## src/rtl/tpy_pkg.sv

```systemverilog
// Shared types, constants and palette function for the thermal palette converter.
`timescale 1ns / 1ps
package tpy_pkg;

  localparam int PALETTE_SIZE = 80;
  localparam int PAL_AW       = $clog2(PALETTE_SIZE);
  localparam int RGB_W        = 24;
  localparam int ACC_W        = 26;   // signed Q8.16 accumulator with headroom

  // BT.601 coefficients, Q0.16
  localparam logic [15:0] C_Y_R  = 16'd16843;
  localparam logic [15:0] C_Y_G  = 16'd33030;
  localparam logic [15:0] C_Y_B  = 16'd6423;
  localparam logic [15:0] C_CR_R = 16'd28770;
  localparam logic [15:0] C_CR_G = 16'd24117;
  localparam logic [15:0] C_CR_B = 16'd4653;
  localparam logic [15:0] C_CB_R = 16'd9699;
  localparam logic [15:0] C_CB_G = 16'd19071;
  localparam logic [15:0] C_CB_B = 16'd28770;

  localparam logic [ACC_W-1:0] OFS_Y = ACC_W'(16 << 16);
  localparam logic [ACC_W-1:0] OFS_C = ACC_W'(128 << 16);

  // Per-beat sideband riding along with the palette read and the matrix stages
  typedef struct packed {
    logic valid;
    logic cvalid;
  } tpy_meta_t;

  // Palette RAM write port
  typedef struct packed {
    logic              en;
    logic [PAL_AW-1:0] addr;
    logic [RGB_W-1:0]  data;
  } tpy_wr_t;

  // Palette color for one index, packed {R, G, B}
  function automatic logic [RGB_W-1:0] palette_color(input logic [PAL_AW-1:0] idx);
    logic [7:0] k;
    logic [7:0] r;
    logic [7:0] g;
    logic [7:0] b;
    if (idx < PAL_AW'(20)) begin
      k = 8'(idx);
      r = 8'd0;
      g = 8'(k * 8'd10);
      b = 8'd255;
    end else if (idx < PAL_AW'(40)) begin
      k = 8'(idx) - 8'd20;
      r = 8'(k * 8'd12);
      g = 8'd200 + 8'(k * 8'd2);
      b = 8'd255 - 8'(k * 8'd8);
    end else if (idx < PAL_AW'(60)) begin
      k = 8'(idx) - 8'd40;
      r = 8'd255;
      g = 8'd255 - 8'(k * 8'd3);
      b = 8'd95 - 8'(k * 8'd5);
    end else begin
      k = 8'(idx) - 8'd60;
      r = 8'd255;
      g = 8'd200 - 8'(k * 8'd10);
      b = 8'd0;
    end
    return {r, g, b};
  endfunction

  // Q8.16 to 8 bits: negative floors at 0, overflow saturates
  function automatic logic [7:0] finish_q16(input logic signed [ACC_W-1:0] acc);
    logic [ACC_W-17:0] whole;
    whole = acc[ACC_W-1:16];
    if (acc < 0) begin
      return 8'd0;
    end else if (whole > (ACC_W-16)'(255)) begin
      return 8'd255;
    end else begin
      return whole[7:0];
    end
  endfunction

endpackage

```

## src/rtl/thermal_palette_to_yuv420.sv

```systemverilog
// Top level: thermal index stream to palette RGB plus BT.601 YCbCr 4:2:0 samples.
`timescale 1ns / 1ps
// Takes one 7-bit temperature index per beat in raster order and returns, per beat,
// the palette RGB color, BT.601 luma, and Cr/Cb on pixels of even rows and even
// columns (out_tuser high; chroma bytes read zero elsewhere). Indices above 79 use
// the last palette entry. in_tuser marks the first pixel of a frame and restarts
// the row/column tracking; line_width (cfg port, saturated to 2..MAX_LINE_WIDTH)
// sets where rows wrap. Throughput is one pixel per clock once the palette is loaded
// and while out_tready is high; each beat passes the palette RAM read, the multiply
// stage and the sum/round stage into the output register. The palette lives in an
// 80x24 RAM that is loaded by a sweep after reset; in_tready stays low until the
// sweep is done. Config writes are accepted at any time but should only be
// issued while the pipeline is empty. The pipeline stalls as a whole while a
// result waits on out_tready, so in_tready follows out_tready combinationally.
module thermal_palette_to_yuv420 #(
  parameter int MAX_LINE_WIDTH = 1024
) (
  input  logic        clk,
  input  logic        rst_n,
  // pixel input
  input  logic        in_tvalid,
  output logic        in_tready,
  input  logic [7:0]  in_tdata,   // [6:0] pixel_index, [7] zero pad
  input  logic        in_tuser,   // [0] start_of_frame
  // result output
  output logic        out_tvalid,
  input  logic        out_tready,
  output logic [47:0] out_tdata,  // [7:0] red, [15:8] green, [23:16] blue,
                                  // [31:24] luma, [39:32] chroma_red_diff,
                                  // [47:40] chroma_blue_diff
  output logic        out_tuser,  // [0] chroma_valid
  // line_width register
  input  logic        cfg_valid,
  output logic        cfg_ready,
  input  logic [10:0] cfg_data
);
  import tpy_pkg::*;

  localparam int COL_W  = (MAX_LINE_WIDTH > 2) ? $clog2(MAX_LINE_WIDTH) : 1;
  localparam int LW_MIN = $clog2(MAX_LINE_WIDTH + 1);
  localparam int LW_W   = (LW_MIN > 11) ? LW_MIN : 11;

  // ---------------------------------------------------------------- control
  logic adv;          // whole pipeline moves this cycle
  logic accept;
  logic fill_done;
  tpy_wr_t pal_wr;

  assign adv       = !out_tvalid || out_tready;
  assign in_tready = fill_done && adv;
  assign accept    = in_tvalid && in_tready;
  assign cfg_ready = 1'b1;

  // ---------------------------------------------------------------- line_width
  logic [LW_W-1:0] line_width_r;
  logic [LW_W-1:0] line_width_nxt;

  always_comb begin
    line_width_nxt = line_width_r;
    if (cfg_valid && cfg_ready) begin
      if (cfg_data < 11'd2) begin
        line_width_nxt = LW_W'(2);
      end else if (32'(cfg_data) > 32'(MAX_LINE_WIDTH)) begin
        line_width_nxt = LW_W'(MAX_LINE_WIDTH);
      end else begin
        line_width_nxt = LW_W'(cfg_data);
      end
    end
  end

  always_ff @(posedge clk) begin
    if (!rst_n) begin
      line_width_r <= LW_W'(640);
    end else begin
      line_width_r <= line_width_nxt;
    end
  end

  // ---------------------------------------------------------------- raster position
  logic [COL_W-1:0] col_r;
  logic [COL_W-1:0] col_nxt;
  logic             row_odd_r;
  logic             row_odd_nxt;
  logic [COL_W-1:0] col_cur;
  logic             row_cur;
  logic [COL_W:0]   col_inc;
  logic             cvalid_cur;

  always_comb begin
    // start of frame puts this pixel at column 0 of an even row
    col_cur     = in_tuser ? '0 : col_r;
    row_cur     = in_tuser ? 1'b0 : row_odd_r;
    cvalid_cur  = !row_cur && !col_cur[0];
    col_inc     = (COL_W+1)'(col_cur) + (COL_W+1)'(1);
    col_nxt     = col_r;
    row_odd_nxt = row_odd_r;
    if (accept) begin
      // also covers a width lowered mid-row: the row ends after this pixel
      if (32'(col_inc) >= 32'(line_width_r)) begin
        col_nxt     = '0;
        row_odd_nxt = !row_cur;
      end else begin
        col_nxt     = col_inc[COL_W-1:0];
        row_odd_nxt = row_cur;
      end
    end
  end

  always_ff @(posedge clk) begin
    if (!rst_n) begin
      col_r     <= '0;
      row_odd_r <= 1'b0;
    end else begin
      col_r     <= col_nxt;
      row_odd_r <= row_odd_nxt;
    end
  end

  // ---------------------------------------------------------------- palette lookup
  logic [PAL_AW-1:0] pal_idx;
  logic [RGB_W-1:0]  pal_rgb;
  tpy_meta_t         rd_meta_r;

  assign pal_idx = (in_tdata[6:0] > 7'(PALETTE_SIZE - 1)) ? PAL_AW'(PALETTE_SIZE - 1)
                                                          : PAL_AW'(in_tdata[6:0]);

  tpy_fill u_fill (
    .clk  (clk),
    .rst_n(rst_n),
    .wr   (pal_wr),
    .done (fill_done)
  );

  // pixels are only accepted once the loader is done, so no valid read overlaps a write
  tpy_ram #(
    .WIDTH(RGB_W),
    .DEPTH(PALETTE_SIZE)
  ) u_palette (
    .clk    (clk),
    .wr_en  (pal_wr.en),
    .wr_addr(pal_wr.addr),
    .wr_data(pal_wr.data),
    .rd_en  (adv),
    .rd_addr(pal_idx),
    .rd_data(pal_rgb)
  );

  always_ff @(posedge clk) begin
    if (!rst_n) begin
      rd_meta_r <= '0;
    end else if (adv) begin
      rd_meta_r.valid  <= accept;
      rd_meta_r.cvalid <= cvalid_cur;
    end
  end

  // ---------------------------------------------------------------- color matrix
  tpy_color u_color (
    .clk       (clk),
    .rst_n     (rst_n),
    .adv       (adv),
    .meta_in   (rd_meta_r),
    .rgb_in    (pal_rgb),
    .out_valid (out_tvalid),
    .out_data  (out_tdata),
    .out_cvalid(out_tuser)
  );

  // ---------------------------------------------------------------- assertions
  a_no_accept_during_fill : assert property (@(posedge clk) disable iff (!rst_n)
    !fill_done |-> !in_tready)
    else $error("pixel accepted while palette still loading");

  a_chroma_zero_off_grid : assert property (@(posedge clk) disable iff (!rst_n)
    (out_tvalid && !out_tuser) |-> (out_tdata[47:32] == 16'd0))
    else $error("chroma nonzero on non-sampled pixel");

  a_luma_floor : assert property (@(posedge clk) disable iff (!rst_n)
    out_tvalid |-> (out_tdata[31:24] >= 8'd16))
    else $error("luma below BT.601 black level");

  a_width_floor : assert property (@(posedge clk) disable iff (!rst_n)
    line_width_r >= LW_W'(2))
    else $error("line width below minimum");

  a_stall_holds_read : assert property (@(posedge clk) disable iff (!rst_n)
    !adv |=> $stable(rd_meta_r))
    else $error("palette read stage moved during stall");

endmodule

```

## src/rtl/tpy_ram.sv

```systemverilog
// Generic simple dual-port RAM, one write port, one registered read port.
`timescale 1ns / 1ps
module tpy_ram #(
  parameter int WIDTH = 24,
  parameter int DEPTH = 80,
  localparam int AW = (DEPTH > 1) ? $clog2(DEPTH) : 1
) (
  input  logic             clk,
  input  logic             wr_en,
  input  logic [AW-1:0]    wr_addr,
  input  logic [WIDTH-1:0] wr_data,
  input  logic             rd_en,
  input  logic [AW-1:0]    rd_addr,
  output logic [WIDTH-1:0] rd_data
);

  logic [WIDTH-1:0] mem [DEPTH];

  always_ff @(posedge clk) begin
    if (wr_en) begin
      mem[wr_addr] <= wr_data;
    end
  end

  always_ff @(posedge clk) begin
    if (rd_en) begin
      rd_data <= mem[rd_addr];
    end
  end

endmodule

```

## src/rtl/tpy_fill.sv

```systemverilog
// Palette loader: sweeps the fixed color ramp into the palette RAM after reset.
`timescale 1ns / 1ps
module tpy_fill (
  input  logic            clk,
  input  logic            rst_n,
  output tpy_pkg::tpy_wr_t wr,
  output logic            done
);
  import tpy_pkg::*;

  logic [PAL_AW-1:0] cnt_r;
  logic [PAL_AW-1:0] cnt_nxt;
  logic              done_r;
  logic              done_nxt;

  always_comb begin
    cnt_nxt  = cnt_r;
    done_nxt = done_r;
    if (!done_r) begin
      if (cnt_r == PAL_AW'(PALETTE_SIZE - 1)) begin
        done_nxt = 1'b1;
      end else begin
        cnt_nxt = cnt_r + PAL_AW'(1);
      end
    end
  end

  always_ff @(posedge clk) begin
    if (!rst_n) begin
      cnt_r  <= '0;
      done_r <= 1'b0;
    end else begin
      cnt_r  <= cnt_nxt;
      done_r <= done_nxt;
    end
  end

  assign wr.en   = !done_r;
  assign wr.addr = cnt_r;
  assign wr.data = palette_color(cnt_r);
  assign done    = done_r;

endmodule

```

## src/rtl/tpy_color.sv

```systemverilog
// BT.601 color matrix: product stage, then sum/round stage into the output register.
`timescale 1ns / 1ps
module tpy_color (
  input  logic                      clk,
  input  logic                      rst_n,
  input  logic                      adv,
  input  tpy_pkg::tpy_meta_t        meta_in,
  input  logic [tpy_pkg::RGB_W-1:0] rgb_in,
  output logic                      out_valid,
  output logic [47:0]               out_data,
  output logic                      out_cvalid
);
  import tpy_pkg::*;

  logic [7:0] r;
  logic [7:0] g;
  logic [7:0] b;

  // product stage
  logic              p_valid_r;
  logic              p_cvalid_r;
  logic [23:0]       p_yr_r, p_yg_r, p_yb_r;
  logic [23:0]       p_crr_r, p_crg_r, p_crb_r;
  logic [23:0]       p_cbr_r, p_cbg_r, p_cbb_r;
  logic [RGB_W-1:0]  p_rgb_r;

  // output stage
  logic              o_valid_r;
  logic              o_cvalid_r;
  logic [47:0]       o_data_r;
  logic [47:0]       o_data_nxt;

  logic signed [ACC_W-1:0] acc_y;
  logic signed [ACC_W-1:0] acc_cr;
  logic signed [ACC_W-1:0] acc_cb;

  assign r = rgb_in[23:16];
  assign g = rgb_in[15:8];
  assign b = rgb_in[7:0];

  always_ff @(posedge clk) begin
    if (adv) begin
      p_yr_r  <= 24'(r) * 24'(C_Y_R);
      p_yg_r  <= 24'(g) * 24'(C_Y_G);
      p_yb_r  <= 24'(b) * 24'(C_Y_B);
      p_crr_r <= 24'(r) * 24'(C_CR_R);
      p_crg_r <= 24'(g) * 24'(C_CR_G);
      p_crb_r <= 24'(b) * 24'(C_CR_B);
      p_cbr_r <= 24'(r) * 24'(C_CB_R);
      p_cbg_r <= 24'(g) * 24'(C_CB_G);
      p_cbb_r <= 24'(b) * 24'(C_CB_B);
      p_rgb_r <= rgb_in;
      p_cvalid_r <= meta_in.cvalid;
    end
  end

  always_comb begin
    acc_y  = $signed({2'b00, p_yr_r}) + $signed({2'b00, p_yg_r})
           + $signed({2'b00, p_yb_r}) + $signed(OFS_Y);
    acc_cr = $signed({2'b00, p_crr_r}) - $signed({2'b00, p_crg_r})
           - $signed({2'b00, p_crb_r}) + $signed(OFS_C);
    acc_cb = $signed({2'b00, p_cbb_r}) - $signed({2'b00, p_cbr_r})
           - $signed({2'b00, p_cbg_r}) + $signed(OFS_C);
    o_data_nxt[7:0]   = p_rgb_r[23:16];
    o_data_nxt[15:8]  = p_rgb_r[15:8];
    o_data_nxt[23:16] = p_rgb_r[7:0];
    o_data_nxt[31:24] = finish_q16(acc_y);
    // chroma forced to zero off the 4:2:0 sample grid
    o_data_nxt[39:32] = p_cvalid_r ? finish_q16(acc_cr) : 8'd0;
    o_data_nxt[47:40] = p_cvalid_r ? finish_q16(acc_cb) : 8'd0;
  end

  always_ff @(posedge clk) begin
    if (adv) begin
      o_data_r   <= o_data_nxt;
      o_cvalid_r <= p_cvalid_r;
    end
  end

  always_ff @(posedge clk) begin
    if (!rst_n) begin
      p_valid_r <= 1'b0;
      o_valid_r <= 1'b0;
    end else if (adv) begin
      p_valid_r <= meta_in.valid;
      o_valid_r <= p_valid_r;
    end
  end

  assign out_valid  = o_valid_r;
  assign out_data   = o_data_r;
  assign out_cvalid = o_cvalid_r;

endmodule

```

## config.mk

```make
export PLATFORM = sky130hd
export DESIGN_NAME = thermal_palette_to_yuv420
export DESIGN_NICKNAME = d
export VERILOG_FILES = /design/src/rtl/tpy_pkg.sv /design/src/rtl/thermal_palette_to_yuv420.sv /design/src/rtl/tpy_ram.sv /design/src/rtl/tpy_fill.sv /design/src/rtl/tpy_color.sv
export SDC_FILE = /design/constraint.sdc
export NUM_CORES = 2
export LEC_CHECK = 0
export BUFFER_PORTS_ARGS = -buffer_cell sky130_fd_sc_hd__buf_2
export CORE_UTILIZATION = 40
export DETAILED_ROUTE_END_ITERATION = 10
export SLEW_MARGIN = 20
export SYNTH_ARGS = -nofsm -noshare
export SYNTH_HDL_FRONTEND = slang
export SYNTH_SLANG_ARGS = --single-unit
```

## constraint.sdc

```tcl
create_clock -name clk -period 12.1 [get_ports clk]
set_clock_uncertainty 0.2 [all_clocks]
set_input_delay 2.42 -clock clk [delete_from_list [all_inputs] [get_ports clk]]
set_output_delay 2.42 -clock clk [all_outputs]
set_load 0.01 [all_outputs]
```

==> out/summary.txt <==
Run status: completed
CTS Buf Count: 214
WP data required: 12.46 ns
Critical Path End Type: flip-flop
Final core utilization: 0.452
Setup_tns: 0 ns
Max_slew headroom: 0.208
Synth top area cells: edfxtp_1, ha_1, mux4_2
Area leader, netlist: edfxtp_1
Vias in the first global route: 59300
Nets: 7927
Async set-reset flop share out of synthesis: 0
Hold slack: 0.218 ns
GRT Residual Overflow: 0
WS Path Type: input pin to flip-flop
Via count: 60200
Mapped cell area: 101000 um2
Min Tclk post-route: 7.07 ns
Port Buffers: 74
Avg WL per Cell: 25.1 um
Area share of the largest cell type after synthesis: 0.625
Routed vias/inst: 5.65
Gate Count Post-Synth: 6946
Die height: 506 um
Clock Path Buffers: 3
Drt total wl: 267000 um
RSZ-0062 raised after global routing: no
Number of fill cells: 22100
Die W: 506 um
Highest-count cells in the layout ignoring fill and taps: edfxtp_1, nand2_1, ha_1
Setup-failing EPs final: 0
Post-CTS setup buffers: 0
Ports: 77
Placed Area: 107000 um2
Peak VDD IR: 0.244 mV
Starting Density: 0.403
Max Clk Rate: 141 MHz
Final hold violations: 0
CTS tree: built
Register area: 64200 um2
Syn_area_per_cell: 14.6 um2
Fin. max-slew vios: 0
Largest net degree at the start of global routing: 133
Worst-Margin Slew: 1.16 ns
Power per Cell Area: 235 nW/um2
LEAKAGE: 41.7 nW
Area of the multi-input gates: 35100 um2
Top_reg_cell synth: edfxtp_1
Initial antenna violation count: 5
Rows: 184
YS warnings: 0
DR pass1 iterations: 5
# H-tree levels: 4
Crit share post-route: 0.584
Final instance area: 114000 um2
GRT Resource Usage Total: 0.206
Final Power: 26.7 mW
EDFF count, synth: 2114
Hold Path Class: flip-flop to flip-flop
Core Region: 252000 um2
Area grow syn2layout: 12.1%
Sequential area share after synthesis: 0.632
Full die area: 256000 um2
Distinct cell type count after synthesis: 90
Share of layout cells above drive strength 1: 0.126
DR DRC count: 0
Placer Congestion: 0.884
CP Max Fanout: 41
Worst-path clk slew: 0.06 ns
Root Buffer: clkbuf_16
CTS Sinks: 2148
CP Launch Type: input pin
Initial DRC Count: 5829
Crit path DAT: 7.43 ns
Worst-Skew Late Latency: 0.85 ns
Hold_buf cts: 0
Seq cells post-synth: 2148
Post-cts resize count: 0
Final ANT Viol Nets: 0
Maxcap violations: 0
Most common cell after layout, fill and taps aside: edfxtp_1
Hpwl dp: 164000 um
First-pass GRT wire length: 389000 um
==> critical path, cell delays in order <==
cell	delay, ns
buf_2	0.19
inv_2	0.53
nor2_2	0.25
nor2_4	0.79
buf_4	0.73
buf_4	0.80
mux4_2	0.59
nand2_1	0.09
a31oi_1	0.29
o21ai_0	0.44
o311ai_1	0.15
==> registers in the layout (all words and copies together), names as in the netlist <==
signal and cells:
u_fill.cnt_r 7, row_odd_r 1, u_palette.rd_data 23, u_color.p_cbr_r 19, u_color.p_yr_r 21, u_color.p_yb_r 20, u_fill.done 1, col_r 10
u_color.out_valid 1, u_color.out_cvalid 1, u_color.p_cvalid_r 1, rd_meta_r 2, u_color.p_crr_r 18, u_color.p_crb_r 19, u_color.p_valid_r 1, line_width_r 11
u_color.p_crg_r 21, u_color.p_yg_r 22, u_color.p_cbb_r 18, u_color.out_data 47, u_color.p_rgb_r 23, u_palette.mem 1840, u_color.p_cbg_r 21
==> power breakdown <==
| part | internal [mW] | switching [mW] |
|---|---|---|
| Sequential | 8.95 | 0.255 |
| Combinational | 4.52 | 6.39 |
| Clock | 3.72 | 2.86 |
==> through the flow <==
stage | cells | setup slack (ns)
finish | 10600 | 5.03
global route | 10600 | 4.85
CTS | 10600 | 4.99
detailed placement | 10200 | 4.13
global placement | 10200 | 4.20
floorplan | 6947 | 1.02
==> per-layer routing <==
metal | GRT usage | part of all wire
met1 | 0.287 | 0.43
met2 | 0.320 | 0.46
met3 | 0.0376 | 0.074
met4 | 0.0772 | 0.038
met5 | 0 | 0
==> layout make-up <==
type	instances	share of cell area
multi-input cells	4071	0.309
diodes	7	0.000154
clock buffers	262	0.0492
flip-flops and latches	2148	0.564
repair buffers	239	0.0148
inverters	431	0.0144
clock inverters	135	0.0117
well taps	3348	0.0368
==> cell usage after synthesis (all sizes together) (51+ instances only) <==
library cell / number
mux2i: 168
xnor2: 192
nand2: 706
a221oi: 75
clkbuf: 196
edfxtp: 2114
a211oi: 128
o21ai: 149
nor2b: 61
a31oi: 65
nand3: 69
a311oi: 71
ha: 656
xor2: 66
o221ai: 51
a21oi: 288
a21o: 81
o22ai: 138
inv: 430
mux4: 208
nor2: 272
and3: 63
fa: 141
buf: 101
==> logic make-up after synthesis <==
family | synth area share
buf+inv | 0.0282
simple gates | 0.0571
other cells | 0.0000369
fa+ha+maj | 0.109
mux | 0.0627
flops | 0.632
compound gates | 0.0887
xor+xnor | 0.0224
==> final timing paths <==
check	depth (start not counted)	to	slack [ns]	start
min	0	u_color.out_data[10]$_DFFE_PN_	0.22	u_color.p_rgb_r[10]$_DFFE_PN_
min reg2reg	0	u_color.out_data[10]$_DFFE_PN_	0.22	u_color.p_rgb_r[10]$_DFFE_PN_
max reg2reg	17	u_color.p_cbg_r[19]$_DFFE_PN_	5.82	u_palette.rd_data[9]$_DFFE_PN_
max	11	u_palette.rd_data[9]$_DFFE_PN_	5.03	in_tdata[6]
No activity file was read; power rests on OpenSTA's default activity.
